===== config.mk =====
export PLATFORM = sky130hd
export DESIGN_NAME = keyboard_mouse_acia_controller_flat
export DESIGN_NICKNAME = d
export VERILOG_FILES = /design/src/rtl/core/kma_pkg.sv /design/src/rtl/core/kma_if.sv /design/src/rtl/core/keyboard_mouse_acia_controller.sv /design/src/flat_wrapper.sv
export SDC_FILE = /design/constraint.sdc
export NUM_CORES = 2
export LEC_CHECK = 0
export BUFFER_PORTS_ARGS = -buffer_cell sky130_fd_sc_hd__buf_4
export CORE_MARGIN = 8
export CORE_UTILIZATION = 55
export DETAILED_ROUTE_END_ITERATION = 8
export PLACE_DENSITY_LB_ADDON = 0.1
export SLEW_MARGIN = 20
export SYNTH_ARGS = -nofsm -noshare
export SYNTH_HDL_FRONTEND = slang
export SYNTH_SLANG_ARGS = --single-unit

===== constraint.sdc =====
create_clock -name clk -period 22.9 [get_ports clk]
set_input_delay 4.58 -clock clk [delete_from_list [all_inputs] [get_ports clk]]
set_output_delay 4.58 -clock clk [all_outputs]
set_load 0.02 [all_outputs]

===== src/rtl/core/kma_pkg.sv =====
package kma_pkg;

  localparam int QUEUE_DEPTH_DEF = 256;
  localparam int ACCUM_WIDTH_DEF = 16;

  typedef enum logic [2:0] {
    KIND_READ   = 3'd0,
    KIND_WRITE  = 3'd1,
    KIND_KEY    = 3'd2,
    KIND_MOTION = 3'd3,
    KIND_BUTTON = 3'd4,
    KIND_SYNC   = 3'd5
  } kind_t;

  typedef enum logic [4:0] {
    S_IDLE     = 5'b00001,
    S_SYNC_HDR = 5'b00010,
    S_SYNC_X   = 5'b00100,
    S_SYNC_Y   = 5'b01000,
    S_DONE     = 5'b10000
  } state_t;

  localparam logic [1:0] OFFS_STATUS   = 2'd0;
  localparam logic [1:0] OFFS_DATA     = 2'd2;
  localparam logic [2:0] MAX_ACCESS    = 3'd2;

  localparam logic [7:0] CMD_ARM       = 8'h80;
  localparam logic [7:0] CMD_RESET     = 8'h01;
  localparam logic [7:0] RESET_REPLY   = 8'hF0;
  localparam logic [7:0] PKT_HEADER    = 8'hF8;

  localparam logic [3:0] BTN_LEFT      = 4'd0;
  localparam logic [3:0] BTN_RIGHT     = 4'd1;
  localparam logic [3:0] BTN_LAST      = 4'd8;
  localparam logic [1:0] BUTTONS_RESET = 2'b11;

  function automatic logic [6:0] btn_code(input logic [3:0] btn);
    logic [6:0] code;
    case (btn)
      4'd2:    code = 7'h37;
      4'd3:    code = 7'h5E;
      4'd4:    code = 7'h5F;
      4'd5:    code = 7'h59;
      4'd6:    code = 7'h5A;
      4'd7:    code = 7'h5C;
      4'd8:    code = 7'h5D;
      default: code = 7'h00;
    endcase
    return code;
  endfunction

endpackage


===== src/rtl/core/kma_if.sv =====
interface kma_in_if;
  logic              valid;
  logic              ready;
  logic [2:0]        kind;
  logic [1:0]        reg_offset;
  logic [2:0]        access_size;
  logic [7:0]        write_data;
  logic [6:0]        scan_code;
  logic              pressed;
  logic              axis;
  logic signed [15:0] motion;
  logic [3:0]        button;

  modport source (
    output valid, kind, reg_offset, access_size, write_data, scan_code,
           pressed, axis, motion, button,
    input  ready
  );
  modport sink (
    input  valid, kind, reg_offset, access_size, write_data, scan_code,
           pressed, axis, motion, button,
    output ready
  );
endinterface

interface kma_out_if;
  logic       valid;
  logic       ready;
  logic [7:0] read_data;
  logic       irq;

  modport source (output valid, read_data, irq, input ready);
  modport sink (input valid, read_data, irq, output ready);
endinterface


===== src/rtl/core/keyboard_mouse_acia_controller.sv =====
// Keyboard and mouse serial controller seen through a status/control byte
// register and a data/command byte register.
// Every request on in_ch (bus read, bus write, key event, mouse motion,
// mouse button or sync) yields exactly one response on out_ch carrying the
// byte returned by a bus read (0 otherwise) and the interrupt level after
// the request.
// Received bytes live in a single-ported queue memory of QUEUE_DEPTH bytes
// with a registered read; a data read fetches the head entry into the read
// register, and the done state passes it on to the output register.
// A request is handled in two steps: the idle state acts on the state, and
// the done state places the response in the output register. A sync request
// passes through the header, X and Y states for each mouse packet, one queue
// write per byte; the packet count is limited by the free room in the queue.
// The output register decouples the two sides: a new request is taken
// while an earlier response still waits; if out_ch stalls, the block holds
// the next finished response and stops taking requests until it moves.
// Synchronous reset empties the queue, clears the control byte, the
// accumulators and the command state, and sets both button bits; no
// clearing pass is needed.
module keyboard_mouse_acia_controller
  import kma_pkg::*;
#(
  parameter int QUEUE_DEPTH = QUEUE_DEPTH_DEF,
  parameter int ACCUM_WIDTH = ACCUM_WIDTH_DEF
) (
  input  logic      clk,
  input  logic      rst_n,
  kma_in_if.sink    in_ch,
  kma_out_if.source out_ch
);

  localparam int PTR_W = $clog2(QUEUE_DEPTH);
  localparam int CNT_W = $clog2(QUEUE_DEPTH + 1);
  localparam int SUM_W = ((ACCUM_WIDTH > 16) ? ACCUM_WIDTH : 16) + 1;
  localparam logic [CNT_W-1:0] CNT_FULL = CNT_W'(QUEUE_DEPTH);
  localparam logic [CNT_W-1:0] CNT_ROOM = CNT_W'(QUEUE_DEPTH - 3);
  localparam logic signed [ACCUM_WIDTH-1:0] ACC_MAX = {1'b0, {(ACCUM_WIDTH-1){1'b1}}};
  localparam logic signed [ACCUM_WIDTH-1:0] ACC_MIN = {1'b1, {(ACCUM_WIDTH-1){1'b0}}};
  localparam logic signed [ACCUM_WIDTH-1:0] CLAMP_HI = ACCUM_WIDTH'(127);
  localparam logic signed [ACCUM_WIDTH-1:0] CLAMP_LO = ACCUM_WIDTH'(-128);

  function automatic logic [PTR_W-1:0] ptr_inc(input logic [PTR_W-1:0] p);
    return (p == PTR_W'(QUEUE_DEPTH - 1)) ? '0 : p + 1'b1;
  endfunction

  function automatic logic [7:0] clamp8(input logic signed [ACCUM_WIDTH-1:0] a);
    logic [7:0] b;
    if (a > CLAMP_HI) begin
      b = 8'h7F;
    end else if (a < CLAMP_LO) begin
      b = 8'h80;
    end else begin
      b = a[7:0];
    end
    return b;
  endfunction

  logic [7:0] q_mem [QUEUE_DEPTH];

  state_t                         state_r, state_nxt;
  logic [PTR_W-1:0]               head_r, head_nxt;
  logic [PTR_W-1:0]               tail_r, tail_nxt;
  logic [CNT_W-1:0]               count_r, count_nxt;
  logic [7:0]                     control_r, control_nxt;
  logic [1:0]                     buttons_r, buttons_nxt;
  logic signed [ACCUM_WIDTH-1:0]  acc_x_r, acc_x_nxt;
  logic signed [ACCUM_WIDTH-1:0]  acc_y_r, acc_y_nxt;
  logic                           armed_r, armed_nxt;
  logic [7:0]                     res_data_r, res_data_nxt;
  logic                           pop_r, pop_nxt;
  logic [7:0]                     mem_rd_r;
  logic                           out_valid_r;
  logic [7:0]                     read_data_r;
  logic                           irq_r;

  logic                           mem_we;
  logic [PTR_W-1:0]               mem_wa;
  logic [7:0]                     mem_wd;
  logic                           mem_re;
  logic                           in_fire;
  logic                           out_load;
  logic                           bus_ok;
  logic                           not_empty;
  logic signed [SUM_W-1:0]        motion_sum;
  logic signed [ACCUM_WIDTH-1:0]  motion_sat;
  logic [7:0]                     cx, cy;

  assign in_ch.ready = (state_r == S_IDLE);
  assign in_fire     = in_ch.valid && in_ch.ready;
  assign out_load    = (state_r == S_DONE) && (!out_valid_r || out_ch.ready);
  assign bus_ok      = (in_ch.access_size <= MAX_ACCESS);
  assign not_empty   = (count_r != '0);
  assign cx          = clamp8(acc_x_r);
  assign cy          = clamp8(acc_y_r);

  always_comb begin
    motion_sum = (in_ch.axis ? SUM_W'(acc_y_r) : SUM_W'(acc_x_r)) + SUM_W'(in_ch.motion);
    if (motion_sum > SUM_W'(ACC_MAX)) begin
      motion_sat = ACC_MAX;
    end else if (motion_sum < SUM_W'(ACC_MIN)) begin
      motion_sat = ACC_MIN;
    end else begin
      motion_sat = motion_sum[ACCUM_WIDTH-1:0];
    end
  end

  always_comb begin
    state_nxt    = state_r;
    head_nxt     = head_r;
    tail_nxt     = tail_r;
    count_nxt    = count_r;
    control_nxt  = control_r;
    buttons_nxt  = buttons_r;
    acc_x_nxt    = acc_x_r;
    acc_y_nxt    = acc_y_r;
    armed_nxt    = armed_r;
    res_data_nxt = res_data_r;
    pop_nxt      = pop_r;
    mem_we       = 1'b0;
    mem_wa       = tail_r;
    mem_wd       = '0;
    mem_re       = 1'b0;

    case (state_r)
      S_IDLE: begin
        if (in_fire) begin
          state_nxt    = S_DONE;
          res_data_nxt = '0;
          pop_nxt      = 1'b0;
          case (in_ch.kind)
            KIND_READ: begin
              if (bus_ok && in_ch.reg_offset == OFFS_STATUS) begin
                res_data_nxt = {control_r[7] && not_empty, 5'b00000, 1'b1, not_empty};
              end else if (bus_ok && in_ch.reg_offset == OFFS_DATA && not_empty) begin
                mem_re    = 1'b1;
                pop_nxt   = 1'b1;
                head_nxt  = ptr_inc(head_r);
                count_nxt = count_r - 1'b1;
              end
            end
            KIND_WRITE: begin
              if (bus_ok && in_ch.reg_offset == OFFS_STATUS) begin
                control_nxt = in_ch.write_data;
              end else if (bus_ok && in_ch.reg_offset == OFFS_DATA) begin
                if (in_ch.write_data == CMD_ARM) begin
                  armed_nxt = 1'b1;
                end else if (in_ch.write_data == CMD_RESET && armed_r) begin
                  armed_nxt   = 1'b0;
                  buttons_nxt = BUTTONS_RESET;
                  acc_x_nxt   = '0;
                  acc_y_nxt   = '0;
                  mem_we      = 1'b1;
                  mem_wa      = '0;
                  mem_wd      = RESET_REPLY;
                  head_nxt    = '0;
                  tail_nxt    = ptr_inc('0);
                  count_nxt   = CNT_W'(1);
                end
              end
            end
            KIND_KEY: begin
              if (in_ch.scan_code != '0 && count_r != CNT_FULL) begin
                mem_we    = 1'b1;
                mem_wd    = {!in_ch.pressed, in_ch.scan_code};
                tail_nxt  = ptr_inc(tail_r);
                count_nxt = count_r + 1'b1;
              end
            end
            KIND_MOTION: begin
              if (in_ch.axis) begin
                acc_y_nxt = motion_sat;
              end else begin
                acc_x_nxt = motion_sat;
              end
            end
            KIND_BUTTON: begin
              if (in_ch.button == BTN_LEFT) begin
                buttons_nxt[1] = in_ch.pressed;
              end else if (in_ch.button == BTN_RIGHT) begin
                buttons_nxt[0] = in_ch.pressed;
              end else if (in_ch.button <= BTN_LAST && count_r != CNT_FULL) begin
                mem_we    = 1'b1;
                mem_wd    = {!in_ch.pressed, btn_code(in_ch.button)};
                tail_nxt  = ptr_inc(tail_r);
                count_nxt = count_r + 1'b1;
              end
            end
            KIND_SYNC: begin
              if (count_r <= CNT_ROOM) begin
                state_nxt = S_SYNC_HDR;
              end
            end
            default: begin
            end
          endcase
        end
      end
      S_SYNC_HDR: begin
        mem_we    = 1'b1;
        mem_wd    = PKT_HEADER | {6'b000000, buttons_r};
        tail_nxt  = ptr_inc(tail_r);
        count_nxt = count_r + 1'b1;
        state_nxt = S_SYNC_X;
      end
      S_SYNC_X: begin
        mem_we    = 1'b1;
        mem_wd    = cx;
        tail_nxt  = ptr_inc(tail_r);
        count_nxt = count_r + 1'b1;
        state_nxt = S_SYNC_Y;
      end
      S_SYNC_Y: begin
        mem_we    = 1'b1;
        mem_wd    = cy;
        tail_nxt  = ptr_inc(tail_r);
        count_nxt = count_r + 1'b1;
        acc_x_nxt = acc_x_r - ACCUM_WIDTH'($signed(cx));
        acc_y_nxt = acc_y_r - ACCUM_WIDTH'($signed(cy));
        if ((acc_x_nxt == '0 && acc_y_nxt == '0) || count_nxt > CNT_ROOM) begin
          state_nxt = S_DONE;
        end else begin
          state_nxt = S_SYNC_HDR;
        end
      end
      S_DONE: begin
        if (out_load) begin
          state_nxt = S_IDLE;
        end
      end
      default: begin
        state_nxt = S_IDLE;
      end
    endcase
  end

  always_ff @(posedge clk) begin
    if (mem_we) begin
      q_mem[mem_wa] <= mem_wd;
    end
    if (mem_re) begin
      mem_rd_r <= q_mem[head_r];
    end
  end

  always_ff @(posedge clk) begin
    if (!rst_n) begin
      state_r     <= S_IDLE;
      head_r      <= '0;
      tail_r      <= '0;
      count_r     <= '0;
      control_r   <= '0;
      buttons_r   <= BUTTONS_RESET;
      acc_x_r     <= '0;
      acc_y_r     <= '0;
      armed_r     <= 1'b0;
      pop_r       <= 1'b0;
      out_valid_r <= 1'b0;
    end else begin
      state_r   <= state_nxt;
      head_r    <= head_nxt;
      tail_r    <= tail_nxt;
      count_r   <= count_nxt;
      control_r <= control_nxt;
      buttons_r <= buttons_nxt;
      acc_x_r   <= acc_x_nxt;
      acc_y_r   <= acc_y_nxt;
      armed_r   <= armed_nxt;
      pop_r     <= pop_nxt;
      if (out_load) begin
        out_valid_r <= 1'b1;
      end else if (out_ch.ready) begin
        out_valid_r <= 1'b0;
      end
    end
  end

  always_ff @(posedge clk) begin
    res_data_r <= res_data_nxt;
    if (out_load) begin
      read_data_r <= pop_r ? mem_rd_r : res_data_r;
      irq_r       <= control_r[7] && not_empty;
    end
  end

  assign out_ch.valid     = out_valid_r;
  assign out_ch.read_data = read_data_r;
  assign out_ch.irq       = irq_r;

  a_count_bound: assert property (@(posedge clk) disable iff (!rst_n)
    count_r <= CNT_FULL)
    else $error("Queue count exceeds the queue depth.");

  a_ptr_match: assert property (@(posedge clk) disable iff (!rst_n)
    (count_r == '0 || count_r == CNT_FULL) |-> head_r == tail_r)
    else $error("Queue pointers disagree with the count.");

  a_sync_room: assert property (@(posedge clk) disable iff (!rst_n)
    state_r == S_SYNC_HDR |-> count_r <= CNT_ROOM)
    else $error("Packet started without room for three bytes.");

  a_resp_source: assert property (@(posedge clk) disable iff (!rst_n)
    $rose(out_valid_r) |-> $past(state_r == S_DONE))
    else $error("Response appeared without a finished request.");

endmodule


===== src/flat_wrapper.sv =====
// flat-port wrapper written by rule: the top's interface ports become plain ports
module keyboard_mouse_acia_controller_flat import kma_pkg::*;
#(
  parameter int QUEUE_DEPTH = QUEUE_DEPTH_DEF,
  parameter int ACCUM_WIDTH = ACCUM_WIDTH_DEF
)
  (clk, rst_n, in_ch_valid, in_ch_kind, in_ch_reg_offset, in_ch_access_size, in_ch_write_data, in_ch_scan_code, in_ch_pressed, in_ch_axis, in_ch_motion, in_ch_button, in_ch_ready, out_ch_valid, out_ch_read_data, out_ch_irq, out_ch_ready);
  kma_in_if in_ch_i ();
  kma_out_if out_ch_i ();
  input  logic clk;
  input  logic rst_n;
  input wire logic [$bits(in_ch_i.valid)-1:0] in_ch_valid;
  input wire logic [$bits(in_ch_i.kind)-1:0] in_ch_kind;
  input wire logic [$bits(in_ch_i.reg_offset)-1:0] in_ch_reg_offset;
  input wire logic [$bits(in_ch_i.access_size)-1:0] in_ch_access_size;
  input wire logic [$bits(in_ch_i.write_data)-1:0] in_ch_write_data;
  input wire logic [$bits(in_ch_i.scan_code)-1:0] in_ch_scan_code;
  input wire logic [$bits(in_ch_i.pressed)-1:0] in_ch_pressed;
  input wire logic [$bits(in_ch_i.axis)-1:0] in_ch_axis;
  input wire logic [$bits(in_ch_i.motion)-1:0] in_ch_motion;
  input wire logic [$bits(in_ch_i.button)-1:0] in_ch_button;
  output wire logic [$bits(in_ch_i.ready)-1:0] in_ch_ready;
  output wire logic [$bits(out_ch_i.valid)-1:0] out_ch_valid;
  output wire logic [$bits(out_ch_i.read_data)-1:0] out_ch_read_data;
  output wire logic [$bits(out_ch_i.irq)-1:0] out_ch_irq;
  input wire logic [$bits(out_ch_i.ready)-1:0] out_ch_ready;
  assign in_ch_i.valid = in_ch_valid;
  assign in_ch_i.kind = in_ch_kind;
  assign in_ch_i.reg_offset = in_ch_reg_offset;
  assign in_ch_i.access_size = in_ch_access_size;
  assign in_ch_i.write_data = in_ch_write_data;
  assign in_ch_i.scan_code = in_ch_scan_code;
  assign in_ch_i.pressed = in_ch_pressed;
  assign in_ch_i.axis = in_ch_axis;
  assign in_ch_i.motion = in_ch_motion;
  assign in_ch_i.button = in_ch_button;
  assign in_ch_ready = in_ch_i.ready;
  assign out_ch_valid = out_ch_i.valid;
  assign out_ch_read_data = out_ch_i.read_data;
  assign out_ch_irq = out_ch_i.irq;
  assign out_ch_i.ready = out_ch_ready;
  keyboard_mouse_acia_controller #(.QUEUE_DEPTH(QUEUE_DEPTH), .ACCUM_WIDTH(ACCUM_WIDTH)) u_core (.clk(clk), .rst_n(rst_n), .in_ch(in_ch_i), .out_ch(out_ch_i));
endmodule

==> impl_metrics.json <==
{
  "fmax_mhz": 121.2,
  "timing.hold.ws_ns": 0.5242,
  "combPwrFrac_pct": 4.4,
  "die_h_um": 412.8,
  "rows": 145,
  "setup_ws_ns": 14.65,
  "required_ns": 23.34,
  "yosys.cell_types.count": 82,
  "setup_viol": 0,
  "crit_arrival_ns": 8.70,
  "synthesis.nets": 4350,
  "dr_total_vias": 43000,
  "drtPass1Iterations": 6,
  "grt_start_max_net_pins": 193,
  "rrSetupSlack_ns": 16.96,
  "dieArea_sq_um": 170400,
  "timing_worst_slew_pin_value_ns": 1.152,
  "setup.worst_path.start_class": "input pin",
  "pre_cts_ws_ns": 13.84,
  "core-area_sq_um": 156200,
  "antenna_found_initial": 7,
  "utilization_pct": 61.55,
  "grt_overflow": 0,
  "ioPinCount": 60,
  "fin_nets": 4446,
  "cts_buffers": 208,
  "status": "finished clean",
  "whs_path_depth": 1,
  "post-route-period-util_pct": 36.04,
  "wl_per_cell_um": 31.72,
  "p_sw_mw": 1.686,
  "syn_area_per_cell_sq_um": 20.40,
  "synth_edf_count": 2068,
  "root_buffer": "clkbuf_16",
  "r2r_cells": 10,
  "dp_hpwl_um": 124100,
  "cts_resized": 0,
  "clkPwrFrac_pct": 42.6,
  "grt_first_pass_wirelength_um": 306200,
  "p_sw_share_pct": 21.01,
  "hold_viol": 0,
  "grt_usage_pct": 24.54,
  "ir_drop_mv": 0.08421,
  "powerDensity_nw_per_um2": 83.42,
  "yosys_warnings": 0,
  "drive_gt1_share_pct": 26.42,
  "io_buffer_count": 59,
  "drt_iter0_markers": 5389,
  "async_reset_ff_share_pct": 0,
  "gp_congestion": 0.8321,
  "critPathCaptureType": "register",
  "start_util_pct": 55.43,
  "min_period_ns": 8.253,
  "cap_violations": 0,
  "post_cts_buffers": 0,
  "synth_ff_type": "edfxtp_1",
  "finalWirelength_um": 208500,
  "p_int_mw": 6.336,
  "power_frac_seq_pct": 53.1,
  "vias_per_cell": 6.544,
  "first_global_vias": 42390,
  "cts_num_sinks": 2136,
  "cts_tree": "built",
  "ys_seq_area_share_pct": 73.29,
  "detail-route-antenna-nets": 0,
  "leakage_nw": 31.21,
  "rr_endpoint": "u_core.mem_rd_r[4]$_DFFE_PP_",
  "cts_hold_buf": 0,
  "path_clk_slew_ns": 0.06,
  "min_path_type": "reg2reg",
  "slew_headroom_pct": 23.18,
  "die_x_um": 412.8,
  "final_max_slew_viol_count": 0,
  "htreeDepth": 4,
  "critPathMaxFanout": 16,
  "areaGrowthSynthToFinish_pct": 11.04,
  "rr_startpoint": "u_core.head_r[0]$_SDFFE_PN0P_",
  "layout_commonest_cell": "edfxtp_1",
  "skew_ns": 0.03665,
  "syn_area_sq_um": 86590,
  "finalSetupTns_ns": 0,
  "critical_path_class": "in2reg",
  "synth_seq_cells": 2136,
  "rsz0062_at_grt": "false",
  "route.detailed.drc": 0,
  "hold_start": "u_core.mem_rd_r[4]$_DFFE_PP_",
  "ctsLongestPathBuffers": 3,
  "synth_cells": 4244,
  "layout_common_cells": "edfxtp_1, mux4_2, nor2_1",
  "clock_latency_ns": 0.83,
  "worstHoldEndpoint": "u_core.out_ch.read_data[4]$_SDFFCE_PN0P_"
}
==> synth_stat cells, drive strengths merged (5+ instances only) <==
master / instances / area share (%)
o22ai: 9 / 0.065
xnor2: 26 / 0.26
nor2b: 31 / 0.22
o21a: 18 / 0.16
a21o: 19 / 0.16
mux4: 660 / 17
a21boi: 5 / 0.043
nor3: 22 / 0.15
nor2: 326 / 1.4
mux2i: 21 / 0.24
nor4: 15 / 0.12
buf: 132 / 0.75
mux2: 23 / 0.30
dfxtp: 68 / 1.6
nand3: 32 / 0.20
edfxtp: 2068 / 72
nand2b: 11 / 0.082
o2111ai: 6 / 0.061
a31o: 6 / 0.061
o32ai: 5 / 0.051
a22oi: 17 / 0.15
o211ai: 7 / 0.061
ha: 54 / 0.78
xor2: 19 / 0.19
or4: 8 / 0.069
nand4: 18 / 0.13
and2: 12 / 0.087
o21ai: 101 / 0.58
a2111oi: 5 / 0.051
or2: 6 / 0.043
clkbuf: 109 / 0.47
nand3b: 11 / 0.095
nand2: 111 / 0.48
and3: 11 / 0.079
a31oi: 35 / 0.25
a21oi: 100 / 0.58
or3: 11 / 0.079
a221oi: 7 / 0.078
a211oi: 18 / 0.17
inv: 28 / 0.12
==> cell families (layout without fill, tap and decap cells) <==
family / Yosys count / in the layout / share of synthesized area (%)
muxes: 704 / 704 / 17.71
DFF: 2136 / 2136 / 73.29
and+or+nand+nor: 643 / 643 / 3.491
AOI/OAI and AO/OA: 390 / 390 / 2.857
xor gates and xnor gates: 45 / 45 / 0.4552
buffers and inverters: 269 / 537 / 1.348
adders and majority gates: 57 / 57 / 0.8497
other: 0 / 2 / 0
==> cell type report <==
cell class              instances  area (sq um)
diodes                          2         5.005
clock buffers                 239          5448
clock inverters               143          1364
fillers                     10730         60060
inverters                      28         105.1
multi-input cells            1839         22090
flip-flops and latches       2136         63480
well taps                    2058          2575
repair buffers                127          1082
==> stage by stage <==
stage               power (mW)  area (sq um)  instances
CTS                      8.066         96140       6570
finish                   8.021         96150       6572
detailed placement       4.687         89330       6188
floorplan                4.602         86590       4244
global placement         4.685         89330       6188
global route             8.245         96150       6570
==> worst max-delay path, cell delays in order <==
cell and delay, ns:
buf_4 0.11, nor4_1 0.39, nand4_1 0.31, nor3_1 0.65
nor3_2 0.11, o21a_2 0.38, nor4b_4 0.57, nand3_1 0.74
nor2_1 0.83
==> power groups by stage <==
stage               clock network (mW)  logic [mW]  registers, mW
finish                            3.41       0.350           4.26
global route                      3.60       0.384           4.26
CTS                               3.46       0.349           4.26
detailed placement                   0       0.347           4.34
global placement                     0       0.344           4.34
floorplan                            0       0.255           4.35
==> routing by layer <==
metal / vias to the layer above / global-route usage [%] / share of wire [%]
met1: 22840 / 37.48 / 43
met3: 256 / 4.028 / 7.7
met2: 1989 / 38.02 / 47
li1: 17920 / - / -
met5: - / 0 / 0
met4: 0 / 5.225 / 1.9
==> registers in the layout, indices dropped and copies added (netlist names) <==
| name | cells |
|---|---|
| u_core.acc_x_r | 16 |
| u_core.acc_y_r | 16 |
| u_core.armed_r | 1 |
| u_core.buttons_r | 2 |
| u_core.control_r | 1 |
| u_core.count_r | 9 |
| u_core.head_r | 8 |
| u_core.mem_rd_r | 8 |
| u_core.out_ch.irq | 1 |
| u_core.out_ch.read_data | 8 |
| u_core.out_ch.valid | 1 |
| u_core.pop_r | 1 |
| u_core.q_mem | 2048 |
| u_core.res_data_r | 3 |
| u_core.state_r | 5 |
| u_core.tail_r | 8 |
==> how the worst max path moves through the flow <==
| stage | start | to | slack [ns] |
|---|---|---|---|
| 2_1_floorplan | in_ch_button[2] | u_core.q_mem[0][0]$_DFFE_PP_ | 4.97 |
| 3_3_place_gp | in_ch_write_data[1] | u_core.q_mem[113][0]$_DFFE_PP_ | 13.86 |
| 3_5_place_dp | in_ch_write_data[1] | u_core.q_mem[113][4]$_DFFE_PP_ | 13.84 |
| 4_1_cts | in_ch_write_data[1] | u_core.q_mem[113][0]$_DFFE_PP_ | 14.75 |
| 5_1_grt | in_ch_write_data[1] | u_core.q_mem[113][0]$_DFFE_PP_ | 14.40 |
| 6_report | in_ch_write_data[1] | u_core.q_mem[112][3]$_DFFE_PP_ | 14.65 |
(Power assumes the default switching activity.)
